## config.mk

```make
export PLATFORM = sky130hd
export DESIGN_NAME = cfpr_apb_regs
export DESIGN_NICKNAME = d
export VERILOG_FILES = /design/src/rtl/cfpr_pkg.sv /design/src/rtl/cfpr_apb_regs.sv
export SDC_FILE = /design/constraint.sdc
export NUM_CORES = 1
export LEC_CHECK = 0
export ABC_CLOCK_PERIOD_IN_PS = 1100
export BUFFER_PORTS_ARGS = -buffer_cell sky130_fd_sc_hd__buf_2
export CORE_MARGIN = 4
export CORE_UTILIZATION = 44
export DETAILED_ROUTE_END_ITERATION = 8
export PLACE_DENSITY = 0.75
export SETUP_SLACK_MARGIN = 0.5
export SYNTH_ARGS = -nofsm -noshare
export SYNTH_HDL_FRONTEND = slang
export SYNTH_SLANG_ARGS = --single-unit
export TNS_END_PERCENT = 20
```

## constraint.sdc

```tcl
create_clock -name clk -period 1.1 [get_ports clk]
set_input_delay 0.11 -clock clk [delete_from_list [all_inputs] [get_ports clk]]
set_output_delay 0.11 -clock clk [all_outputs]
set_load 0.005 [all_outputs]
```

## src/rtl/cfpr_pkg.sv

```systemverilog
// Types, constants and the CRC step shared by the frame receiver files.
package cfpr_pkg;

	localparam logic [7:0]  SYNC_A   = 8'hAA;
	localparam logic [7:0]  SYNC_B   = 8'h55;
	localparam logic [15:0] CRC_POLY = 16'hA001;
	localparam logic [15:0] CRC_INIT = 16'hFFFF;

	localparam int unsigned APB_DW = 32;
	localparam int unsigned APB_AW = 3;

	localparam logic [15:0] MAX_LEN_RST = 16'd136;
	localparam logic [31:0] TIMEOUT_RST = 32'd1000;

	typedef enum logic {
		REG_MAX_LEN = 1'b0,
		REG_TIMEOUT = 1'b1
	} reg_idx_t;

	typedef enum logic [1:0] {
		ST_OK       = 2'd0,
		ST_CRC_BAD  = 2'd1,
		ST_LEN_LONG = 2'd2,
		ST_TIMEOUT  = 2'd3
	} status_t;

	typedef enum logic [7:0] {
		PH_HUNT1 = 8'b0000_0001,
		PH_HUNT2 = 8'b0000_0010,
		PH_CMD   = 8'b0000_0100,
		PH_LENLO = 8'b0000_1000,
		PH_LENHI = 8'b0001_0000,
		PH_DATA  = 8'b0010_0000,
		PH_CRCLO = 8'b0100_0000,
		PH_CRCHI = 8'b1000_0000
	} phase_t;

	typedef struct packed {
		logic       func;
		logic [7:0] rx_byte;
	} in_item_t;

	typedef struct packed {
		logic        is_end;
		logic [7:0]  payload_byte;
		logic [7:0]  command;
		logic [15:0] frame_length;
		status_t     status;
	} out_item_t;

	typedef struct packed {
		logic [15:0] max_len;
		logic [31:0] timeout_ticks;
	} cfg_t;

	typedef struct packed {
		logic      has_result;
		out_item_t item;
	} step_res_t;

	// One byte of CRC-16/MODBUS, reflected, eight shift steps.
	function automatic logic [15:0] crc16_byte(input logic [15:0] crc, input logic [7:0] b);
		logic [15:0] c;
		c = crc ^ {8'h00, b};
		for (int i = 0; i < 8; i++) begin
			c = c[0] ? ((c >> 1) ^ CRC_POLY) : (c >> 1);
		end
		return c;
	endfunction

endpackage

```

## src/rtl/cfpr_apb_regs.sv

```systemverilog
// APB configuration registers: max_len and timeout_ticks.
module cfpr_apb_regs (
	input  logic                          clk,
	input  logic                          arst_n,
	input  logic                          psel,
	input  logic                          penable,
	input  logic                          pwrite,
	input  logic [cfpr_pkg::APB_AW-1:0]   paddr,
	input  logic [cfpr_pkg::APB_DW-1:0]   pwdata,
	output logic [cfpr_pkg::APB_DW-1:0]   prdata,
	output logic                          pready,
	output cfpr_pkg::cfg_t                cfg
);
	import cfpr_pkg::*;

	logic [15:0] max_len_q;
	logic [31:0] timeout_q;
	logic        wr_en;
	reg_idx_t    idx;

	assign pready = 1'b1;
	assign wr_en  = psel & penable & pwrite & pready;
	assign idx    = reg_idx_t'(paddr[2]);

	always_ff @(posedge clk or negedge arst_n) begin
		if (!arst_n) begin
			max_len_q <= MAX_LEN_RST;
			timeout_q <= TIMEOUT_RST;
		end else if (wr_en) begin
			case (idx)
				REG_MAX_LEN: max_len_q <= pwdata[15:0];
				REG_TIMEOUT: timeout_q <= pwdata[31:0];
				default: ;
			endcase
		end
	end

	always_comb begin
		case (idx)
			REG_MAX_LEN: prdata = {16'h0000, max_len_q};
			REG_TIMEOUT: prdata = timeout_q;
			default:     prdata = '0;
		endcase
	end

	assign cfg.max_len       = max_len_q;
	assign cfg.timeout_ticks = timeout_q;
endmodule

```

# Word level (Yosys, flattened, before mapping)
# Index checks and enable logic that the tools add are counted.
# word_totals
output_inout_bits	81
in_bits	40
wordCells	8
register_bits	48
# op_classes
reduce_logical	2
n_mux	1
bitwise_logic	3
# op_table
op	n
32-bit case mux with 2 select lines	1
2-bit AND reduction	2
1-bit bitwise AND	2
1-bit inverter	1

# Longest topological paths before layout
# Gate-level depths: netlist (run 1).
# logic_depth
ltp_word	3
mapped_depth	4
mapped_depth_nobuf	2

# Least setup slack after synthesis (run 1)
# OpenSTA, ideal clock, no wires.
# synth_path
path_kind	input to register
start	input port paddr[2] in the netlist's numbering
end	register max_len_q[0]
stages	4
setup_slack_ns	0.066
path_buffers	2
arrival_ns	0.909
setup_time_ns	0.125
path_cell_list	buf_6 nand4b_4 buf_6 mux2_4
# synth_between
elab_chain_cells	2
# synth_rtl
item	line	text
start, declared	cfpr_apb_regs.sv:8	input logic [cfpr_pkg::APB_AW-1:0] paddr,
1-bit inverter	--	
2-bit AND reduction (no source line)	--	
end signal, assigned	cfpr_apb_regs.sv:31	REG_MAX_LEN: max_len_q <= pwdata[15:0];
end, declared	cfpr_apb_regs.sv:16	logic [15:0] max_len_q;
# No other way between the ends.
# A chain may end at the register's enable or synchronous reset.

# Final worst setup path (run 1)
# layout_path
start	register max_len_q[7]
end	output port prdata[7] in the netlist's numbering
# layout_between
elab_chain_cells	1
# layout_rtl
item	line	text
32-bit case mux with 2 select lines	cfpr_apb_regs.sv:39	case (idx)
end, declared	cfpr_apb_regs.sv:10	output logic [cfpr_pkg::APB_DW-1:0] prdata,
# No other way between the ends.

==> results of run 1 <==
cells in the final DEF (no fill, tap or decap):
master	Yosys	final
nand4_4	1	1
mux2_2	52	21
and2_4	0	2
clkbuf_8	0	7
buf_4	1	21
conb_1	1	1
buf_6	5	28
clkbuf_1	1	1
dfrtp_1	40	40
buf_12	0	5
buf_2	2	96
mux2_4	10	43
nand4b_4	1	1
and2_1	16	14
dfstp_2	8	8
power breakdown:
part / internal (mW) / switching (mW)
combinational: 1.60 / 0.734
clock: 0.574 / 0.558
sequential: 2.20 / 0.284
repair_timing:
action,4_1_cts,5_1_grt
hold endpoints to repair,40,40
resized for setup,30,28
setup endpoints to repair,128,128
buffers inserted,17,10
pin swaps,16,0
state kept, by name, summed over array words and instances, names as in the netlist:
name and count:
timeout_q 32, max_len_q 16
cell type report:
class | count | area [µm²]
tap | 67 | 83.8
timing repair buffer | 150 | 1050
fill | 327 | 1300
sequential | 48 | 1210
clock buffer | 8 | 100
multi-input combinational | 83 | 1040
through the flow:
stage / TNS (ps) / setup slack, ps / utilization / total power, mW / std cells
after CTS: -1480 / -114 / 0.685 / 5.61 / 346
final: -1590 / -116 / 0.728 / 5.95 / 356
after global routing: -2670 / -153 / 0.728 / 6.29 / 356
after global placement: 0 / 11.0 / 0.610 / 4.01 / 321
after detailed placement: 0 / 3.20 / 0.610 / 4.05 / 321
after floorplan: 0 / 69.2 / - / 3.23 / 140
logic make-up (layout without fill, tap and decap cells):
logic type | after synthesis | in the layout | synth area share
muxes | 64 | 64 | 0.345
DFF | 48 | 48 | 0.552
and+or+nand+nor | 18 | 18 | 0.0661
buffers and inverters | 9 | 158 | 0.0353
other | 1 | 1 | 0.00171
per-layer routing:
layer,GRT usage,up-vias,part of all wire
li1,-,780,-
met1,0.225,803,0.42
met2,0.288,84,0.48
met3,0.0470,9,0.085
met4,0.0367,0,0.012
met5,0,-,0
worst register-to-register path, stage by stage, from the launching register on:
cell and delay [ps]:
dfrtp_1 400, buf_4 140, buf_4 130, mux2_2 250
synthesized netlist by cell type, drive strengths merged:
cell | number | share of area
clkbuf | 1 | 0.0017
conb | 1 | 0.0017
dfrtp | 40 | 0.46
buf | 8 | 0.034
nand4b | 1 | 0.011
mux2 | 64 | 0.35
dfstp | 8 | 0.096
nand4 | 1 | 0.0097
and2 | 16 | 0.046
worst paths after layout:
kind,endpoint,depth (start not counted)
worst max-delay path,prdata[7],2
max in group asynchronous,timeout_q[3]$_DFFE_PN1P_,2
min in group clk,timeout_q[28]$_DFFE_PN0P_,2
worst max register to register,max_len_q[15]$_DFFE_PN0P_,3
worst min-delay path,timeout_q[20]$_DFFE_PN0P_,2
worst min register to register,timeout_q[31]$_DFFE_PN0P_,1
==> reports/metrics.cfg, run 1 <==
[run_status]
outcome = finished, violations left
violations = hold timing, setup timing

[cells_and_area]
area_growth_pct = 58.7
drive_gt1_frac = 0.806
antennaDiodeCount = 0
nets = 328
final_area_um2 = 3480

[floorplan]
rows = 25
pin_count = 121
die_h_um = 78.6
fp.dieW_um = 78.6
start_util = 0.459
core_area_um2 = 4790
dieArea_um2 = 6190

[cts]
cts_tree = built
cts_made_buffers = 5
htreeDepth = 2
clk_latency_ps = 290
root_buffer = clkbuf_8
ctsLongestPathBuffers = 2
clk_pin_slew_ps = 90
clkSinkCount = 48

[global_route]
grtUsageTotal = 0.173
antenna_found_initial = 0
grt_pass1_vias = 1709
grt-ovfl-total = 0
grt_max_degree = 49
grt_pass1_wl_um = 8420

[synthesis]
syn_area_per_cell_um2 = 15.7
yosys_warnings = 0
synth_fp_nets = 180
synth_area_um2 = 2200
synth_cells = 140
ys_seq_area_frac = 0.552
synth-seq-cells = 48
synth_cell_type_count = 13

[placement]
place_congestion = 0.697
dp_hpwl_um = 3380
dpl_cell_area_um2 = 2920
port-buffer-count = 117

[worst_setup_path]
cp_slowest_cell = dfstp_2
crit_chain = mux2_4, buf_6
crit_family = flip-flops
crit_type = reg2out
cp_data_arrival_time_ps = 1110
slowest_delay_ps = 570
start_kind = flip-flop
cp-startpoint = max_len_q[7]$_DFFE_PN1P_
path_buf_inv = 1
required_ps = 990
r2r_slack_ps = 70
r2r-start = max_len_q[15]$_DFFE_PN0P_
cp-end-kind = primary output
path_max_fanout = 3

[routing]
viasPerCell = 4.71
drc = 0
ant_nets = 0
dr.pass1.iters = 3
first_iter_violations = 56
num_vias = 1676
drt-wirelength-per-cell_um = 16.1
wirelength_um = 5730

[timing]
slew_viol_final = 0
grt_setup_unrepaired = yes
whs_ps = -206
fin_crit_ps = 1220
setup-violations-final = 20
setup_slack_ps = -116
skew_ps = 0
min_period_over_period = 1.11
max_freq_mhz = 822
finalHoldViolCount = 40

[power_and_ir_drop]
pwr_density_cell_nw_per_um2 = 1710
power_leakage_nw = 1.90
ir_drop_mv = 0.947

[run]
maxCapViolCount = 0

[worst_hold_path]
min_path_type = in2async

Note: power is estimated with default switching activity, not from simulation.
==> inputs of run 2 (changes only) <==
BUFFER_PORTS_ARGS = unset   (was -buffer_cell sky130_fd_sc_hd__buf_2)
CORE_UTILIZATION = 58   (was 44)
DONT_BUFFER_PORTS = 1   (was unset)
PLACE_DENSITY = 0.7   (was 0.75)
==> reports/metrics.cfg, run 2 (synthesis gave the netlist of run 1 again) <==
[run_status]
outcome = finished, violations left
violations = hold timing, setup timing

[timing]
setup-violations-final = 12  ; -40%
fin_tns_setup_ps = -144  ; +1450 ps
slew_viol_final = 0  ; unchanged
fin_crit_ps = 1140  ; -74.5 ps
finalHoldViolCount = 96  ; +140%
whs_ps = -492  ; -286 ps
min_period_over_period = 1.04  ; -0.0678
grt_setup_unrepaired = yes
max_freq_mhz = 876  ; +6.5%
skew_ps = 0  ; unchanged
setup_slack_ps = -41.3  ; +74.5 ps

[power_and_ir_drop]
ir_drop_mv = 1.00  ; +5.7%
p_total_mw = 4.58  ; -23%
pwr_density_cell_nw_per_um2 = 1840  ; +7.6%
p_sw_frac = 0.260  ; -0.00478
power_leakage_nw = 1.24  ; -34%
p_sw_mw = 1.19  ; -24%
pwr-share-clk = 0.207  ; +0.017
p_comb_frac = 0.218  ; -0.174
p_int_mw = 3.39  ; -23%
sequentialPowerShare = 0.575  ; +0.157

[floorplan]
pin_count = 121  ; unchanged
rows = 22  ; -12%
die_h_um = 69.5  ; -12%
core_area_um2 = 3660  ; -24%
start_util = 0.600  ; +0.141
fp.dieW_um = 69.5  ; -12%
dieArea_um2 = 4830  ; -22%

[routing]
wl_met3_um = 465  ; -4.7%
ant_nets = 0  ; unchanged
wirelength_um = 4300  ; -25%
first_iter_violations = 52  ; -7.1%
wl_met2_um = 2200  ; -20%
drc = 0  ; unchanged
num_vias = 1148  ; -32%
dr.pass1.iters = 4  ; +1
routed.top_layer = met4
viasPerCell = 6.11  ; +30%
drt-wirelength-per-cell_um = 22.9  ; +42%
wl_met1_um = 1600  ; -34%

[global_route]
grt_pass1_wl_um = 6750  ; -20%
antenna_found_initial = 0  ; unchanged
grtUsageTotal = 0.176  ; +0.00380
grt_max_degree = 49  ; unchanged
grt_pass1_vias = 1281  ; -25%
grt-ovfl-total = 0  ; unchanged

[cells_and_area]
final_common_cell = mux2_4
top_regs = timeout_q: 32 flops, max_len_q: 16 flops
final_area_um2 = 2490  ; -29%
area_growth_pct = 13.4
drive_gt1_frac = 0.700  ; -0.106
mostFrequentLayoutCells = 51 x mux2_4, 39 x dfrtp_1, 16 x and2_4, 12 x mux2_2, 8 x dfstp_2
antennaDiodeCount = 0  ; unchanged
nets = 180  ; -45%
n_fill_cell = 260  ; -20%
regMostFlops = timeout_q
largest_register_ff_count = 32  ; unchanged

[worst_setup_path]
crit_chain = mux2_4
cp-end-kind = primary output
slowest_delay_ps = 440  ; -130 ps
cp_data_arrival_time_ps = 1030  ; -80 ps
start_kind = flip-flop
cp_slowest_cell = dfrtp_1
required_ps = 990  ; about the same
path_buf_inv = 0  ; -1
crit_type = reg2out
path_max_fanout = 3  ; unchanged
crit_family = flip-flops

[placement]
port-buffer-count = 0  ; -100%
dpl_cell_area_um2 = 2240  ; -23%
place_ws_ps = 188  ; +184 ps
place_congestion = 0.709  ; +1.8%

[run]
maxCapViolCount = 0  ; unchanged

[cts]
clkSinkCount = 48  ; unchanged
cts_made_buffers = 5  ; unchanged
clk_pin_slew_ps = 80  ; about the same
clk_latency_ps = 280  ; about the same
root_buffer = clkbuf_8
ctsLongestPathBuffers = 2  ; unchanged
cts_tree = built
htreeDepth = 2  ; unchanged
cts_setup_buffers = 0  ; -17

[worst_hold_path]
min_path_type = in2async

## run 2: cell count changes in the layout (fill, tap and decap cells not counted), moves of 3 or more
| cell | delta |
|---|---|
| buf_6 | -28 |
| and2_1 | -14 |
| buf_2 | -96 |
| and2_4 | +14 |
| buf_12 | -3 |
| mux2_4 | +8 |
| buf_4 | -21 |
| mux2_2 | -9 |
## run 2: metrics by stage
step,instances,hold slack (ps),utilization
floorplan,140,-186,-
global placement,181,-185,0.613
detailed placement,181,-184,0.613
CTS,188,-500,0.674
global route,188,-514,0.680
finish,188,-492,0.680
## run 2: final timing paths
path                                            from  slack, ps                         to  cells after the start
setup / recovery            max_len_q[1]$_DFFE_PN0P_        -40                  prdata[1]                      1
hold / removal                                arst_n       -490   timeout_q[1]$_DFFE_PN0P_                      0
setup reg to reg            max_len_q[1]$_DFFE_PN0P_        280   max_len_q[1]$_DFFE_PN0P_                      1
hold reg to reg            timeout_q[16]$_DFFE_PN0P_        570  timeout_q[16]$_DFFE_PN0P_                      1
max in group asynchronous                     arst_n       1400   timeout_q[9]$_DFFE_PN1P_                      0
min in group clk                           pwdata[5]        -50   timeout_q[5]$_DFFE_PN1P_                      1
## run 2: routing by layer
metal / track usage / vias up
met5: 0 / -
met4: 0.0542 / 0
met3: 0.0870 / 5
met2: 0.308 / 73
met1: 0.185 / 588
li1: - / 482
## run 2: final cells by class
cell class                 count  area (µm²)  share of cell area
clock buffer                   6        72.6              0.0291
clock inverter                 1        5.00             0.00201
multi-input combinational     83        1100               0.442
sequential                    48        1210               0.487
tap                           48        60.1              0.0241
timing repair buffer           2        40.0              0.0161
## run 2: what timing repair did
| action | 4_1_cts | 5_1_grt |
|---|---|---|
| endpoints found under the setup margin | 128 | 128 |
| resized for setup | 44 | 7 |
| pin swaps | 16 | 7 |
| hold endpoints to repair | 96 | 96 |
## run 2: power groups by stage
stage / clock network (mW) / logic [mW] / registers [mW]
after floorplan: 0 / 0.716 / 2.51
after global placement: 0 / 0.741 / 2.61
after detailed placement: 0 / 0.768 / 2.64
after CTS: 0.980 / 0.973 / 2.63
after global routing: 1.04 / 1.06 / 2.70
final: 0.950 / 0.997 / 2.63
