[src/rtl/cfpr_pkg.sv]
// Types, constants and the CRC step shared by the frame receiver files.
package cfpr_pkg;

	localparam logic [7:0]  SYNC_A   = 8'hAA;
	localparam logic [7:0]  SYNC_B   = 8'h55;
	localparam logic [15:0] CRC_POLY = 16'hA001;
	localparam logic [15:0] CRC_INIT = 16'hFFFF;

	localparam int unsigned APB_DW = 32;
	localparam int unsigned APB_AW = 3;

	localparam logic [15:0] MAX_LEN_RST = 16'd136;
	localparam logic [31:0] TIMEOUT_RST = 32'd1000;

	typedef enum logic {
		REG_MAX_LEN = 1'b0,
		REG_TIMEOUT = 1'b1
	} reg_idx_t;

	typedef enum logic [1:0] {
		ST_OK       = 2'd0,
		ST_CRC_BAD  = 2'd1,
		ST_LEN_LONG = 2'd2,
		ST_TIMEOUT  = 2'd3
	} status_t;

	typedef enum logic [7:0] {
		PH_HUNT1 = 8'b0000_0001,
		PH_HUNT2 = 8'b0000_0010,
		PH_CMD   = 8'b0000_0100,
		PH_LENLO = 8'b0000_1000,
		PH_LENHI = 8'b0001_0000,
		PH_DATA  = 8'b0010_0000,
		PH_CRCLO = 8'b0100_0000,
		PH_CRCHI = 8'b1000_0000
	} phase_t;

	typedef struct packed {
		logic       func;
		logic [7:0] rx_byte;
	} in_item_t;

	typedef struct packed {
		logic        is_end;
		logic [7:0]  payload_byte;
		logic [7:0]  command;
		logic [15:0] frame_length;
		status_t     status;
	} out_item_t;

	typedef struct packed {
		logic [15:0] max_len;
		logic [31:0] timeout_ticks;
	} cfg_t;

	typedef struct packed {
		logic      has_result;
		out_item_t item;
	} step_res_t;

	// One byte of CRC-16/MODBUS, reflected, eight shift steps.
	function automatic logic [15:0] crc16_byte(input logic [15:0] crc, input logic [7:0] b);
		logic [15:0] c;
		c = crc ^ {8'h00, b};
		for (int i = 0; i < 8; i++) begin
			c = c[0] ? ((c >> 1) ^ CRC_POLY) : (c >> 1);
		end
		return c;
	endfunction

endpackage

[src/rtl/cfpr_frame_core.sv]
// Frame parser state: sync hunt, header, payload, CRC check and attempt timer.
module cfpr_frame_core (
	input  logic                 clk,
	input  logic                 arst_n,
	input  logic                 step,
	input  cfpr_pkg::in_item_t   item,
	input  cfpr_pkg::cfg_t       cfg,
	output cfpr_pkg::step_res_t  res
);
	import cfpr_pkg::*;

	phase_t      phase_q,  phase_n;
	logic [7:0]  cmd_q,    cmd_n;
	logic [15:0] len_q,    len_n;
	logic [15:0] left_q,   left_n;
	logic [15:0] crc_q,    crc_n;
	logic [7:0]  crclo_q,  crclo_n;
	logic [31:0] timer_q,  timer_n;

	logic        do_fin;
	status_t     fin_st;
	logic [15:0] crc_upd;
	logic [15:0] len_full;
	logic [7:0]  b;

	assign b        = item.rx_byte;
	assign crc_upd  = crc16_byte(crc_q, b);
	assign len_full = {b, len_q[7:0]};

	always_comb begin
		phase_n = phase_q;
		cmd_n   = cmd_q;
		len_n   = len_q;
		left_n  = left_q;
		crc_n   = crc_q;
		crclo_n = crclo_q;
		timer_n = timer_q;
		do_fin  = 1'b0;
		fin_st  = ST_OK;
		res     = '0;

		if (step) begin
			if (item.func) begin
				timer_n = (timer_q == '1) ? timer_q : timer_q + 32'd1;
				if (timer_n >= cfg.timeout_ticks) begin
					do_fin = 1'b1;
					fin_st = ST_TIMEOUT;
				end
			end else begin
				case (phase_q)
					PH_HUNT1: if (b == SYNC_A) phase_n = PH_HUNT2;
					PH_HUNT2: begin
						if (b == SYNC_B)
							phase_n = PH_CMD;
						else if (b != SYNC_A)
							phase_n = PH_HUNT1;
					end
					PH_CMD: begin
						cmd_n   = b;
						crc_n   = crc_upd;
						phase_n = PH_LENLO;
					end
					PH_LENLO: begin
						len_n   = {8'h00, b};
						crc_n   = crc_upd;
						phase_n = PH_LENHI;
					end
					PH_LENHI: begin
						len_n  = len_full;
						crc_n  = crc_upd;
						left_n = len_full;
						if (len_full > cfg.max_len) begin
							do_fin = 1'b1;
							fin_st = ST_LEN_LONG;
						end else begin
							phase_n = (len_full == 16'd0) ? PH_CRCLO : PH_DATA;
						end
					end
					PH_DATA: begin
						crc_n  = crc_upd;
						left_n = left_q - 16'd1;
						if (left_n == 16'd0) phase_n = PH_CRCLO;
						res.has_result        = 1'b1;
						res.item.is_end       = 1'b0;
						res.item.payload_byte = b;
						res.item.command      = cmd_q;
						res.item.frame_length = len_q;
						res.item.status       = ST_OK;
					end
					PH_CRCLO: begin
						crclo_n = b;
						phase_n = PH_CRCHI;
					end
					PH_CRCHI: begin
						do_fin = 1'b1;
						fin_st = ({b, crclo_q} == crc_q) ? ST_OK : ST_CRC_BAD;
					end
					default: phase_n = PH_HUNT1;
				endcase
			end

			if (do_fin) begin
				res.has_result        = 1'b1;
				res.item.is_end       = 1'b1;
				res.item.payload_byte = 8'h00;
				res.item.command      = cmd_n;
				res.item.frame_length = len_n;
				res.item.status       = fin_st;
				// restart the attempt
				phase_n = PH_HUNT1;
				cmd_n   = '0;
				len_n   = '0;
				left_n  = '0;
				crc_n   = CRC_INIT;
				crclo_n = '0;
				timer_n = '0;
			end
		end
	end

	always_ff @(posedge clk or negedge arst_n) begin
		if (!arst_n) begin
			phase_q <= PH_HUNT1;
			cmd_q   <= '0;
			len_q   <= '0;
			left_q  <= '0;
			crc_q   <= CRC_INIT;
			crclo_q <= '0;
			timer_q <= '0;
		end else begin
			phase_q <= phase_n;
			cmd_q   <= cmd_n;
			len_q   <= len_n;
			left_q  <= left_n;
			crc_q   <= crc_n;
			crclo_q <= crclo_n;
			timer_q <= timer_n;
		end
	end
endmodule

[config.mk]
export PLATFORM = sky130hd
export DESIGN_NAME = cfpr_frame_core
export DESIGN_NICKNAME = d
export VERILOG_FILES = /design/src/rtl/cfpr_pkg.sv /design/src/rtl/cfpr_frame_core.sv
export SDC_FILE = /design/constraint.sdc
export NUM_CORES = 1
export LEC_CHECK = 0
export BUFFER_PORTS_ARGS = -buffer_cell sky130_fd_sc_hd__buf_4
export CAP_MARGIN = 40
export CORE_MARGIN = 8
export CORE_UTILIZATION = 25
export DETAILED_ROUTE_END_ITERATION = 8
export GPL_TIMING_DRIVEN = 0
export PLACE_DENSITY = 0.39
export REMOVE_ABC_BUFFERS = 1
export SLEW_MARGIN = 20
export SYNTH_ARGS = -nofsm -noshare
export SYNTH_HDL_FRONTEND = slang
export SYNTH_SLANG_ARGS = --single-unit
export TNS_END_PERCENT = 50
[constraint.sdc]
create_clock -name clk -period 4.65 [get_ports clk]
set_input_delay 0.6975 -clock clk [delete_from_list [all_inputs] [get_ports clk]]
set_output_delay 0.6975 -clock clk [all_outputs]
set_load 0.01 [all_outputs]
# Yosys cells after proc, flatten, opt, wreduce, memory -nomap -nowiden
# Index checks and enable logic that the tools add are counted.
# classes
mul	0
n_reduce_logical	12
add_sub_neg	2
eq_ne	19
mux	49
order_cmp	2
bitwise_logic	9
div	0
n_shift	0
# op_table
cell	n
16-bit two-way mux	15
36-bit two-way mux	4
8-bit two-way mux	13
32-bit two-way mux	3
16-bit one-hot mux with 2 select lines	2
8-bit one-hot mux with 8 select lines	1
32-bit by 1-bit adder with 32-bit output, second input constant	1
32-bit == test, second input constant	1
32-bit >= comparator	1
16-bit zero test	2
2-bit NOT with 3-bit output	8
16-bit == test	1
8-bit by 7-bit == test with 1-bit output, second input constant	2
8-bit == test, second input constant	2
16-bit > comparator	1
16-bit by 1-bit subtractor with 16-bit output, second input constant	1
16-bit by 8-bit bitwise XOR with 16-bit output	1
3-bit != test, second input constant	3
3-bit AND reduction	3
8-bit by 1-bit == test with 1-bit output, second input constant	1
8-bit by 2-bit == test with 1-bit output, second input constant	1
8-bit by 3-bit == test with 1-bit output, second input constant	1
8-bit by 4-bit == test with 1-bit output, second input constant	1
8-bit by 5-bit == test with 1-bit output, second input constant	1
15 further kinds	23
# word_totals
ramBits	0
latchBits	0
n_memories	0
output_inout_bits	36
wordCells	100
ff_bits	104
romBits	0

# Logic depth before layout (Yosys ltp)
# Gate-level depths: netlist of the first run.
# depth
word_depth	20
depth_mapped	18
depth_no_buf	15

# Worst setup path after synthesis of the first run
# Ideal clock, no wire load.
# synth_path
kind	register -> output
startpoint	register timer_q[6]
endpoint	output res[16] (netlist name)
n_path_buf	3
stages_incl_launch_ff	15
required_time_ns	3.953
path_slack_ns	-0.005
arrival_ns	3.958
cell_sequence	dfrtp_1 -> and4_1 -> nand4_1 -> nor4_2 -> buf_2 -> mux2_2 -> ha_1 -> a2111oi_0 -> o32ai_1 -> o21ai_1 -> a22oi_2 -> buf_4 -> o21ai_2 -> buf_2 -> nor2_1
# synth_rtl
item	line	rtl
start: declaration	cfpr_frame_core.sv:18	logic [31:0] timer_q, timer_n;
start signal: assignment	cfpr_frame_core.sv:137	timer_q <= timer_n;
end: declaration	cfpr_frame_core.sv:8	output cfpr_pkg::step_res_t res

==> key figures, run 1 <==
Critical path
  • Crit path kind: flip-flop to output port
  • Critical Path RT: around 4000 ps
  • WP data arrival: around 4200 ps
  • Reg2Reg Depth: 32
  • Startpoint Class: flip-flop
  • Worst Setup End Kind: output port
  • Max FO, Critical Path: 7

Synth
  • Syn Std Cell Area: ~7700 um^2
  • Yosys reg bits: roughly 100
  • Async SR Flop Fraction: 100.0%
  • Ys Warns: 0
  • Seq/Total Area, Yosys: between 30% and 40%
  • Netlist cell types: between 60 and 70
  • Number of enable flip-flop cells after synthesis: 0
  • Main synth FF type: dfrtp_1
  • Post-Syn Instances: 913
  • Syn_area_per_cell: ~8.5 um^2

GRT
  • First-pass GRT wire length: around 44 mm
  • Number of global-route vias before repair: 7487
  • Initial antenna violation count: 0
  • GR Util All Layers: roughly 15%
  • Pin count of the biggest net entering global routing: 67
  • GR Overflow Total: 0

Floorplan
  • Core Box Area: 30510 um^2
  • Die width: about 190 um
  • Die area: around 37000 um^2
  • I/O pin cnt: 96
  • Die Y: between 150 and 200 um
  • Initial Util: between 20% and 30%
  • Num rows: 64

Pwr
  • Pwr/cell area: ~280 nW/um^2
  • Maximum vdd drop: 191.2 uV
  • Leakage: around 4.8 nW

Placed design
  • Number of buffers added on ports: between 90 and 100
  • HPWL after DPL: 19.54 mm
  • GP Congestion: around 0.75
  • Post-Place Setup Slack: -1552 ps

CTS
  • TritonCTS clock tree: built
  • Clock-pin slew on the worst setup and hold paths: 90 ps
  • H-tree level count: 3
  • Cts bufs inserted: 9
  • Root Driver: clkbuf_16
  • CTS max path bufs: 2
  • Clk_lat worst skew: between 300 and 400 ps
  • CTS Sinks: around 100

Worst hold path
  • Hold WC Path Type: input pin to asynchronous set/reset pin

STA
  • Relative slew slack: 43.40%
  • Hold_ws: around 250 ps
  • FMAX: 205.2 MHz
  • Fin. max-slew vios: 0
  • Minimum clock period: between 4000 and 5000 ps
  • Slack of the critical path: -223.2 ps
  • RSZ-0062 raised after global routing: true
  • Final setup violation count: 28
  • Fin crit share: 104.8%
  • Hold Fails Final Rpt: 0
  • Post-route setup TNS: -3470 ps
  • Least-Margin Pin Slew: 848.4 ps
  • Fin Clk Skew: 16.67 ps

Job
  • Maximum Capacitance Violations: 0

Status
  • Outcome: complete, but fails checks
  • Failing checks: setup timing

Final layout
  • Commonest cells after routing, fill and taps aside: buf_4 (162), inv_1 (93), dfrtp_1 (81)
  • Filler instances: 3197
  • Most common cell after layout, fill and taps aside: buf_4
  • FF/Latch Area: about 2600 um^2
  • Ant diodes: 0
  • Area of the multi-input gates: around 5000 um^2
  • Share of layout cells above drive strength 1: a little under 30%
  • # nets final: roughly 1.2k
  • Layout overhead on the synthesized area: 35.51%

Drt
  • Remaining DRCs: 0
  • Total number of vias: about 7.3k
  • Via density: between 4 and 5
  • Drt initial violations: approximately 500
  • Antenna-violating nets left: 0
  • TritonRoute pass-1 iters: 5
  • WL/cell: about 19 um
  • Wirelength, routed: between 20 and 30 mm
-- worst max-delay path: stages, from the launching register on --
cell and delay, ps:
dfrtp_2 410, and4_4 210, nand4_1 110, buf_6 130
nor4_4 40, buf_4 160, buf_6 120, or4_4 530
xnor2_2 150, ha_1 330, a21oi_2 150, o21ai_2 70
a221oi_2 270, and3_4 250, a22oi_2 110, o21ai_4 260
buf_12 190, inv_4 40, and2_1 160, buf_6 120
-- power by group --
part | internal, mW | switching [mW] | total [mW]
Sequential | 1.07 | 0.116 | 1.19
Clock | 0.424 | 0.380 | 0.805
Combinational | 0.470 | 0.513 | 0.982
Total | 1.96 | 1.01 | 2.97
-- cells in the mapped netlist, types with 27 or more instances --
cell type,instances,share of area (%)
dfrtp_1,87,28
clkbuf_1,28,1.4
nor2_1,65,3.2
xnor2_1,53,6.0
a21oi_1,56,3.6
nor3_1,29,1.9
a22o_1,30,3.4
nand3_1,27,1.7
nand2_1,70,3.4
ha_1,51,8.2
inv_1,93,4.5
o21ai_0,38,2.5
-- layer usage --
layer  routed length (um)  track usage (%)  part of all wire [%]  up-vias
met5                    0                0                     0        -
met4                  343            2.850                   1.2        0
met3                  818            2.269                   2.9       19
met2                13040            24.67                    47      119
met1                13810            21.31                    49     3597
li1                     -                -                     -     3611
-- registers in the layout, indices dropped and copies added, names as in the netlist --
name,count
cmd_q,8
crc_q,16
crclo_q,8
left_q,16
len_q,16
phase_q,8
timer_q,32
-- through the flow --
step / area [um^2] / util, % / total power, mW / cells
finish: 10490 / 34.40 / 2.974 / 1487
global route: 10490 / 34.40 / 3.177 / 1487
CTS: 10250 / 33.60 / 3.000 / 1480
detailed placement: 9055 / 29.68 / 2.120 / 1382
global placement: 8786 / 28.80 / 2.103 / 1365
floorplan: 7577 / - / 1.835 / 874
-- path summary, 6_finish.rpt --
path | from | end | slack (ps)
setup / recovery | timer_q[13] | res[24] | -220
hold / removal | arst_n | timer_q[1] | 250
setup reg to reg | timer_q[13] | timer_q[15] | 140
hold reg to reg | cmd_q[7] | cmd_q[7] | 510
max in group asynchronous | arst_n | crc_q[7] | 3660
min in group clk | cmd_q[7] | cmd_q[7] | 510
-- layout make-up --
class                           instances  share of cell area (%)
Sequential cell                       104                   25.07
Clock inverter                          4                  0.5246
Timing Repair Buffer                  200                   16.22
Tap cell                              396                   4.722
Multi-Input combinational cell        676                   47.67
Timing Repair inverter                  1                 0.05962
Inverter                               94                   3.482
Clock buffer                           12                   2.253
-- kinds of logic after synthesis --
kind of cell               after synthesis  synth area share (%)
and+or+nand+nor                        311                 21.05
muxes                                   26                 3.490
AOI/OAI and AO/OA                      220                 18.94
buffers and inverters                  133                 6.705
adders and majority gates               51                 8.240
DFF                                    104                 33.88
xor gates and xnor gates                68                 7.691
-- timing repair --
item / 4_1_cts / 5_1_grt
pin swaps: 27 / 22
setup endpoints to repair: 132 / 42
gates cloned: 1 / 1
hold buffers: 0 / 0
gates resized for setup: 67 / 53
buffers inserted: 81 / 17
Note: power is estimated with default switching activity, not from simulation.
==> inputs of run 2 (changes only) <==
- ABC_AREA: unset -> 1
==> key figures, run 2 <==
Status
  • Outcome: finished, final reports clean

Placed design
  • GP Congestion: 0.8092 (+7.4%)
  • Placed cells: 1777 (+29%)
  • HPWL after DPL: 22.06 mm (+13%)
  • Number of buffers added on ports: 95 (unchanged)

Pwr
  • Sw Share: 37.40% (+3.5 points)
  • Reg power frac: 40.0% (about the same)
  • Pint: 1.893 mW (-3.6%)
  • Clock power share: 27.0% (about the same)
  • Sw Pwr: 1.131 mW (+12%)
  • Gate power share: 32.9% (about the same)
  • Pwr/cell area: 276.7 nW/um^2 (-2.4%)
  • Tot Pwr: 3.025 mW (+1.7%)
  • Maximum vdd drop: 206.4 uV (+8.0%)
  • Leakage: 5.499 nW (+15%)

Critical path
  • Reg2reg end: crc_q[11]
  • Critical Path RT: 3950 ps (about the same)
  • Max FO, Critical Path: 14 (+7)
  • Flop-to-flop setup slack: 620 ps (+480 ps)
  • RR Startpoint: timer_q[18]
  • Worst Setup End Kind: output port
  • Reg2Reg Depth: 20 (-38%)
  • Startpoint Class: flip-flop
  • Crit path kind: flip-flop to output port
  • WP data arrival: 3830 ps (-350 ps)

Final layout
  • Layout overhead on the synthesized area: 29.94%
  • Share of layout cells above drive strength 1: 23.70% (-6.0 points)
  • Ant diodes: 0 (unchanged)
  • Fin cells: 1836 (+23%)
  • Most common cell after layout, fill and taps aside: nand2_1
  • Commonest cells after routing, fill and taps aside: nand2_1 (373), inv_1 (159), buf_4 (122)
  • # nets final: 1494 (+25%)
  • Largest Register: timer_q
  • Max reg flops: 32 (unchanged)

Synth
  • Top-count cell post-synth: nand2_1
  • Ys Warns: 0 (unchanged)
  • Synth top cells by count: nand2_1 (402), inv_1 (166), nor2_1 (111)
  • Synth top area share: 25.88% (-2.2 points)
  • Syn_area_per_cell: 6.598 um^2 (-22%)
  • Post-Syn Instances: 1275 (+40%)
  • Syn Std Cell Area: 8412 um^2 (+8.6%)
  • Largest cells by area after synthesis: dfrtp_1 (26%), nand2_1 (18%), ha_1 (7.6%), inv_1 (7.4%), nand3_1 (5.7%)
  • Async SR Flop Fraction: 100.0% (unchanged)
  • Yosys reg bits: 104 (unchanged)
  • Number of enable flip-flop cells after synthesis: 0 (unchanged)
  • Main synth FF type: dfrtp_1
  • Netlist cell types: 40 (-39%)
  • Synth area leader: dfrtp_1
  • Seq/Total Area, Yosys: 31.19% (-2.7 points)

STA
  • Relative slew slack: 52.01% (+8.6 points)
  • FMAX: 220.8 MHz (+7.6%)
  • RSZ-0062 raised after global routing: true
  • Fin Clk Skew: 17.65 ps (+0.9779 ps)
  • Minimum clock period: 4529 ps (-344.4 ps)
  • Hold Fails Final Rpt: 0 (unchanged)
  • Fin crit share: 97.39% (-7.4 points)
  • Fin. max-slew vios: 0 (unchanged)
  • Least-Margin Pin Slew: 719.8 ps (-128.5 ps)
  • Final setup violation count: 0 (-100%)

Drt
  • Antenna-violating nets left: 0 (unchanged)
  • Via density: 4.565 (-7.6%)
  • Drt initial violations: 508 (+3.3%)
  • Total number of vias: 8382 (+14%)
  • WL/cell: 16.72 um (-11%)
  • TritonRoute pass-1 iters: 5 (unchanged)
  • Wirelength, routed: 30.69 mm (+9.6%)
  • Remaining DRCs: 0 (unchanged)

Job
  • Maximum Capacitance Violations: 0 (unchanged)

CTS
  • Clock-pin slew on the worst setup and hold paths: 80 ps (about the same)
  • CTS max path bufs: 2 (unchanged)
  • Clk_lat worst skew: 380 ps (+20 ps)
  • H-tree level count: 3 (unchanged)
  • CTS Sinks: 104 (unchanged)
  • TritonCTS clock tree: built
  • Cts bufs inserted: 9 (unchanged)
  • Root Driver: clkbuf_16

GRT
  • Pin count of the biggest net entering global routing: 69 (+3.0%)
  • First-pass GRT wire length: 46.58 mm (+6.5%)
  • GR Util All Layers: 15.21% (-0.018 points)
  • Number of global-route vias before repair: 8056 (+7.6%)
  • Initial antenna violation count: 0 (unchanged)
  • GR Overflow Total: 0 (unchanged)

Worst hold path
  • Hold WC Path Type: input pin to asynchronous set/reset pin

Floorplan
  • Num rows: 67 (+4.7%)
  • I/O pin cnt: 96 (unchanged)
  • Die width: 199.4 um (+3.9%)
  • Die area: 39770 um^2 (+7.9%)
  • Die Y: 199.4 um (+3.9%)
  • Core Box Area: 33360 um^2 (+9.4%)
  • Initial Util: 25.21% (-0.17 points)
-- run 2: cell types whose count changed after synthesis, moves of 16 or more --
cell	previous run	this run
o21ai_1	10	34
nor2_1	65	111
and3_1	18	0
xnor2_1	53	18
o21ai_0	38	70
or3_1	16	0
a22o_1	30	0
mux2i_1	18	0
nand3_1	27	95
inv_1	93	166
nand2_1	70	402
-- run 2: worst max-delay path by stage --
stage                      startpoint  endpoint  cells past startpoint  slack, ps
after global routing      timer_q[18]    res[4]                     20        -60
after global placement     timer_q[0]   res[16]                     20      -2220
final                     timer_q[18]    res[4]                     20        120
after CTS                 timer_q[14]   res[14]                     19         40
after detailed placement   timer_q[0]   res[31]                     21       -730
after floorplan            timer_q[0]   res[32]                     18        -90
-- run 2: final cells by class --
type	instances	area, um^2
inverters	170	653.1
repair buffers	144	1313
multi-input cells	954	5479
well taps	448	560.5
clock inverters	5	58.81
fillers	3724	22430
clock buffers	11	232.7
flip-flops and latches	104	2634
-- run 2: logic make-up (layout without fill, tap and decap cells) --
group | Yosys count | in the layout | synth area share [%]
compound gates | 170 | 170 | 10.81
simple gates | 684 | 685 | 34.63
buf+inv | 218 | 330 | 10.78
flops | 104 | 104 | 31.19
xor+xnor | 48 | 48 | 4.998
fa+ha+maj | 51 | 51 | 7.586
-- run 2: layer usage --
metal  track usage (%)  wire length (um)
met3             2.796              1141
met2             24.26             13950
met1             20.97             15220
met4             3.706               385
met5                 0                 0
-- run 2: power groups by stage --
stage / registers (mW) / logic, mW / clock network (mW)
final: 1.21 / 0.996 / 0.818
after global routing: 1.24 / 1.14 / 0.865
after floorplan: 1.18 / 0.683 / 0
after global placement: 1.23 / 0.932 / 0
after CTS: 1.21 / 0.976 / 0.846
after detailed placement: 1.23 / 0.949 / 0
-- run 2: through the flow --
| stage | hold slack, ps | util, % | setup slack, ps | TNS (ps) | cell area, um^2 |
|---|---|---|---|---|---|
| after CTS | 225.2 | 30.26 | 36.38 | 0 | 10100 |
| after floorplan | 401.9 | - | -91.93 | -1215 | 8143 |
| after global routing | 242.0 | 32.76 | -61.37 | -843.5 | 10930 |
| after detailed placement | 490.4 | 28.72 | -734.0 | -21840 | 9582 |
| final | 221.2 | 32.76 | 121.2 | 0 | 10930 |
| after global placement | 483.8 | 28.22 | -2219 | -166730 | 9417 |
-- run 2: what timing repair did --
action                     in CTS  in global routing
gates resized for setup        27                145
cloned                          2                  3
setup endpoints to repair      79                 36
setup buffers                   6                 32
pin swaps                       4                 51
hold buffers                    0                  0
-- run 2: worst max-delay path: stages, from the launching register on --
cell and delay (ps):
dfrtp_1 440, nand2_2 140, nor3_4 160, nand4_1 160, nor2_2 160, nand2_4 120
buf_12 170, nand2_1 90, ha_1 260, a21oi_2 130, o21ai_0 110, a21oi_2 240
nand2_1 120, nand2_2 110, nand4_4 170, buf_6 170, a21boi_4 200, buf_12 150
clkbuf_16 150, nor2_1 50, buf_4 150
==> inputs of run 3 (changes only) <==
- PLACE_DENSITY: 0.39 -> 0.38
- clock period: 4.65 -> 5.3 ns (I/O delays scaled with it)
==> key figures, run 3 (synthesis gave the netlist of run 2 again) <==
Floorplan
  • Core Box Area: 33360 um^2 (unchanged)
  • Initial Util: 25.21% (unchanged)
  • Num rows: 67 (unchanged)
  • Die width: 199.4 um (unchanged)
  • Die Y: 199.4 um (unchanged)
  • I/O pin cnt: 96 (unchanged)
  • Die area: 39770 um^2 (unchanged)

CTS
  • Clock-pin slew on the worst setup and hold paths: 70 ps (about the same)
  • Root Driver: clkbuf_16
  • Cts bufs inserted: 9 (unchanged)
  • Clk_lat worst skew: 370 ps (about the same)
  • TritonCTS clock tree: built
  • CTS Sinks: 104 (unchanged)
  • CTS max path bufs: 2 (unchanged)
  • Hold-fix buffers, CTS: 0 (unchanged)
  • H-tree level count: 3 (unchanged)

STA
  • Fin crit share: 92.82%
  • Least-Margin Pin Slew: 740.8 ps (+20.97 ps)
  • Final setup violation count: 0 (unchanged)
  • Fin. max-slew vios: 0 (unchanged)
  • Hold Fails Final Rpt: 0 (unchanged)
  • Slack of the critical path: 380.6 ps (+259.4 ps)
  • FMAX: ~200 MHz
  • RSZ-0062 raised after global routing: false
  • Post-route setup TNS: 0 ps (unchanged)
  • Relative slew slack: 50.61% (-1.4 points)
  • Minimum clock period: approximately 4900 ps
  • Fin Clk Skew: 9.199 ps (-8.454 ps)

Pwr
  • Pwr/cell area: 260.7 nW/um^2 (-5.8%)
  • Maximum vdd drop: 175.8 uV (-15%)
  • Leakage: 5.097 nW (-7.3%)
  • Tot Pwr: 2.609 mW (-14%)

GRT
  • GR Util All Layers: 15.02% (-0.19 points)
  • Pin count of the biggest net entering global routing: 64 (-7.2%)
  • Initial antenna violation count: 0 (unchanged)
  • First-pass GRT wire length: 46.48 mm (-0.21%)
  • Number of global-route vias before repair: 8074 (+0.22%)
  • GR Overflow Total: 0 (unchanged)

Final layout
  • Largest Register: timer_q
  • Fin cells: 1799 (-2.0%)
  • Post-Route Utilization: 30.00% (-2.8 points)
  • Commonest cells after routing, fill and taps aside: nand2_1 (401), inv_1 (166), nor2_1 (108)
  • Share of layout cells above drive strength 1: 13.69% (-10 points)
  • Most common cell after layout, fill and taps aside: nand2_1
  • Layout overhead on the synthesized area: 18.98%
  • # nets final: 1457 (-2.5%)
  • Ant diodes: 0 (unchanged)
  • Filler instances: 3811 (+2.3%)
  • Max reg flops: 32 (unchanged)

Placed design
  • Post-Place Setup Slack: -213.4 ps (+520.6 ps)
  • Number of buffers added on ports: 95 (unchanged)
  • HPWL after DPL: 22.10 mm (+0.22%)
  • Placed cells: 1776 (-0.056%)
  • GP Congestion: 0.7968 (-1.5%)

Critical path
  • Worst Setup End Kind: output port
  • Max FO, Critical Path: 21 (+7)
  • Crit path kind: flip-flop to output port
  • Startpoint Class: flip-flop
  • Flop-to-flop setup slack: 770 ps (+150 ps)
  • WP data arrival: 4120 ps (+290 ps)
  • Critical Path RT: 4510 ps (+560 ps)

Drt
  • Drt initial violations: 496 (-2.4%)
  • Wirelength, routed: 29.74 mm (-3.1%)
  • TritonRoute pass-1 iters: 5 (unchanged)
  • Total number of vias: 8089 (-3.5%)
  • WL/cell: 16.53 um (-1.1%)
  • Remaining DRCs: 0 (unchanged)
  • Antenna-violating nets left: 0 (unchanged)
  • Via density: 4.496 (-1.5%)

Job
  • Maximum Capacitance Violations: 0 (unchanged)

Status
  • Outcome: finished, final reports clean

Worst hold path
  • Hold WC Path Type: input pin to asynchronous set/reset pin
run 3: path summary, 6_finish.rpt:
check / from / endpoint / cells past startpoint
setup / recovery: timer_q[1] / res[7] / 20
hold / removal: arst_n / timer_q[8] / 1
setup reg to reg: timer_q[1] / crc_q[0] / 21
hold reg to reg: phase_q[0] / phase_q[0] / 2
max in group asynchronous: arst_n / crc_q[10] / 2
min in group clk: phase_q[0] / phase_q[0] / 2
run 3: what timing repair did:
action,in CTS,in global routing
cloned,1,1
endpoints found under the setup margin,36,32
gates resized for setup,7,9
pin swaps,2,3
endpoints found under the hold margin,0,0
setup buffers,1,3
run 3: metrics by stage:
stage	hold WS, ps	area (um^2)
finish	344.5	10010
global route	378.2	10010
CTS	346.2	9889
detailed placement	484.2	9554
global placement	484.0	9417
floorplan	469.6	8143
run 3: cell type report:
class / count / area [um^2] / share of cell area [%]
Timing Repair Buffer: 107 / 933.4 / 9.326
Inverter: 170 / 640.6 / 6.401
Clock inverter: 6 / 58.81 / 0.5876
Sequential cell: 104 / 2624 / 26.22
Clock buffer: 10 / 229.0 / 2.288
Multi-Input combinational cell: 954 / 4962 / 49.58
Tap cell: 448 / 560.5 / 5.601
run 3: worst max-delay path, stage by stage (launching register included):
cell	delay, ps
dfrtp_1	440
ha_2	270
nand2_1	60
inv_1	130
nand3_2	190
nor2_2	200
nand2_4	150
buf_8	190
nand2_1	90
ha_1	240
nand2_1	150
o21ai_0	140
a21oi_2	230
nand2_1	100
nand2_1	120
nand4_4	170
buf_12	180
a21boi_4	230
buf_16	190
nor2_1	90
buf_4	160
run 3: power by group:
group,internal [mW],switching [mW],total (mW),leakage [nW]
registers,0.937,0.120,1.06,1.37
clock network,0.366,0.342,0.708,0.146
logic,0.335,0.509,0.844,3.58
total,1.64,0.971,2.61,5.10
run 3: metal layers:
metal	wire (um)	up-vias	global-route usage, %
li1	-	4211	-
met1	15010	3695	21.10
met2	13020	155	23.18
met3	1033	28	2.358
met4	673	0	4.905
met5	0	-	0
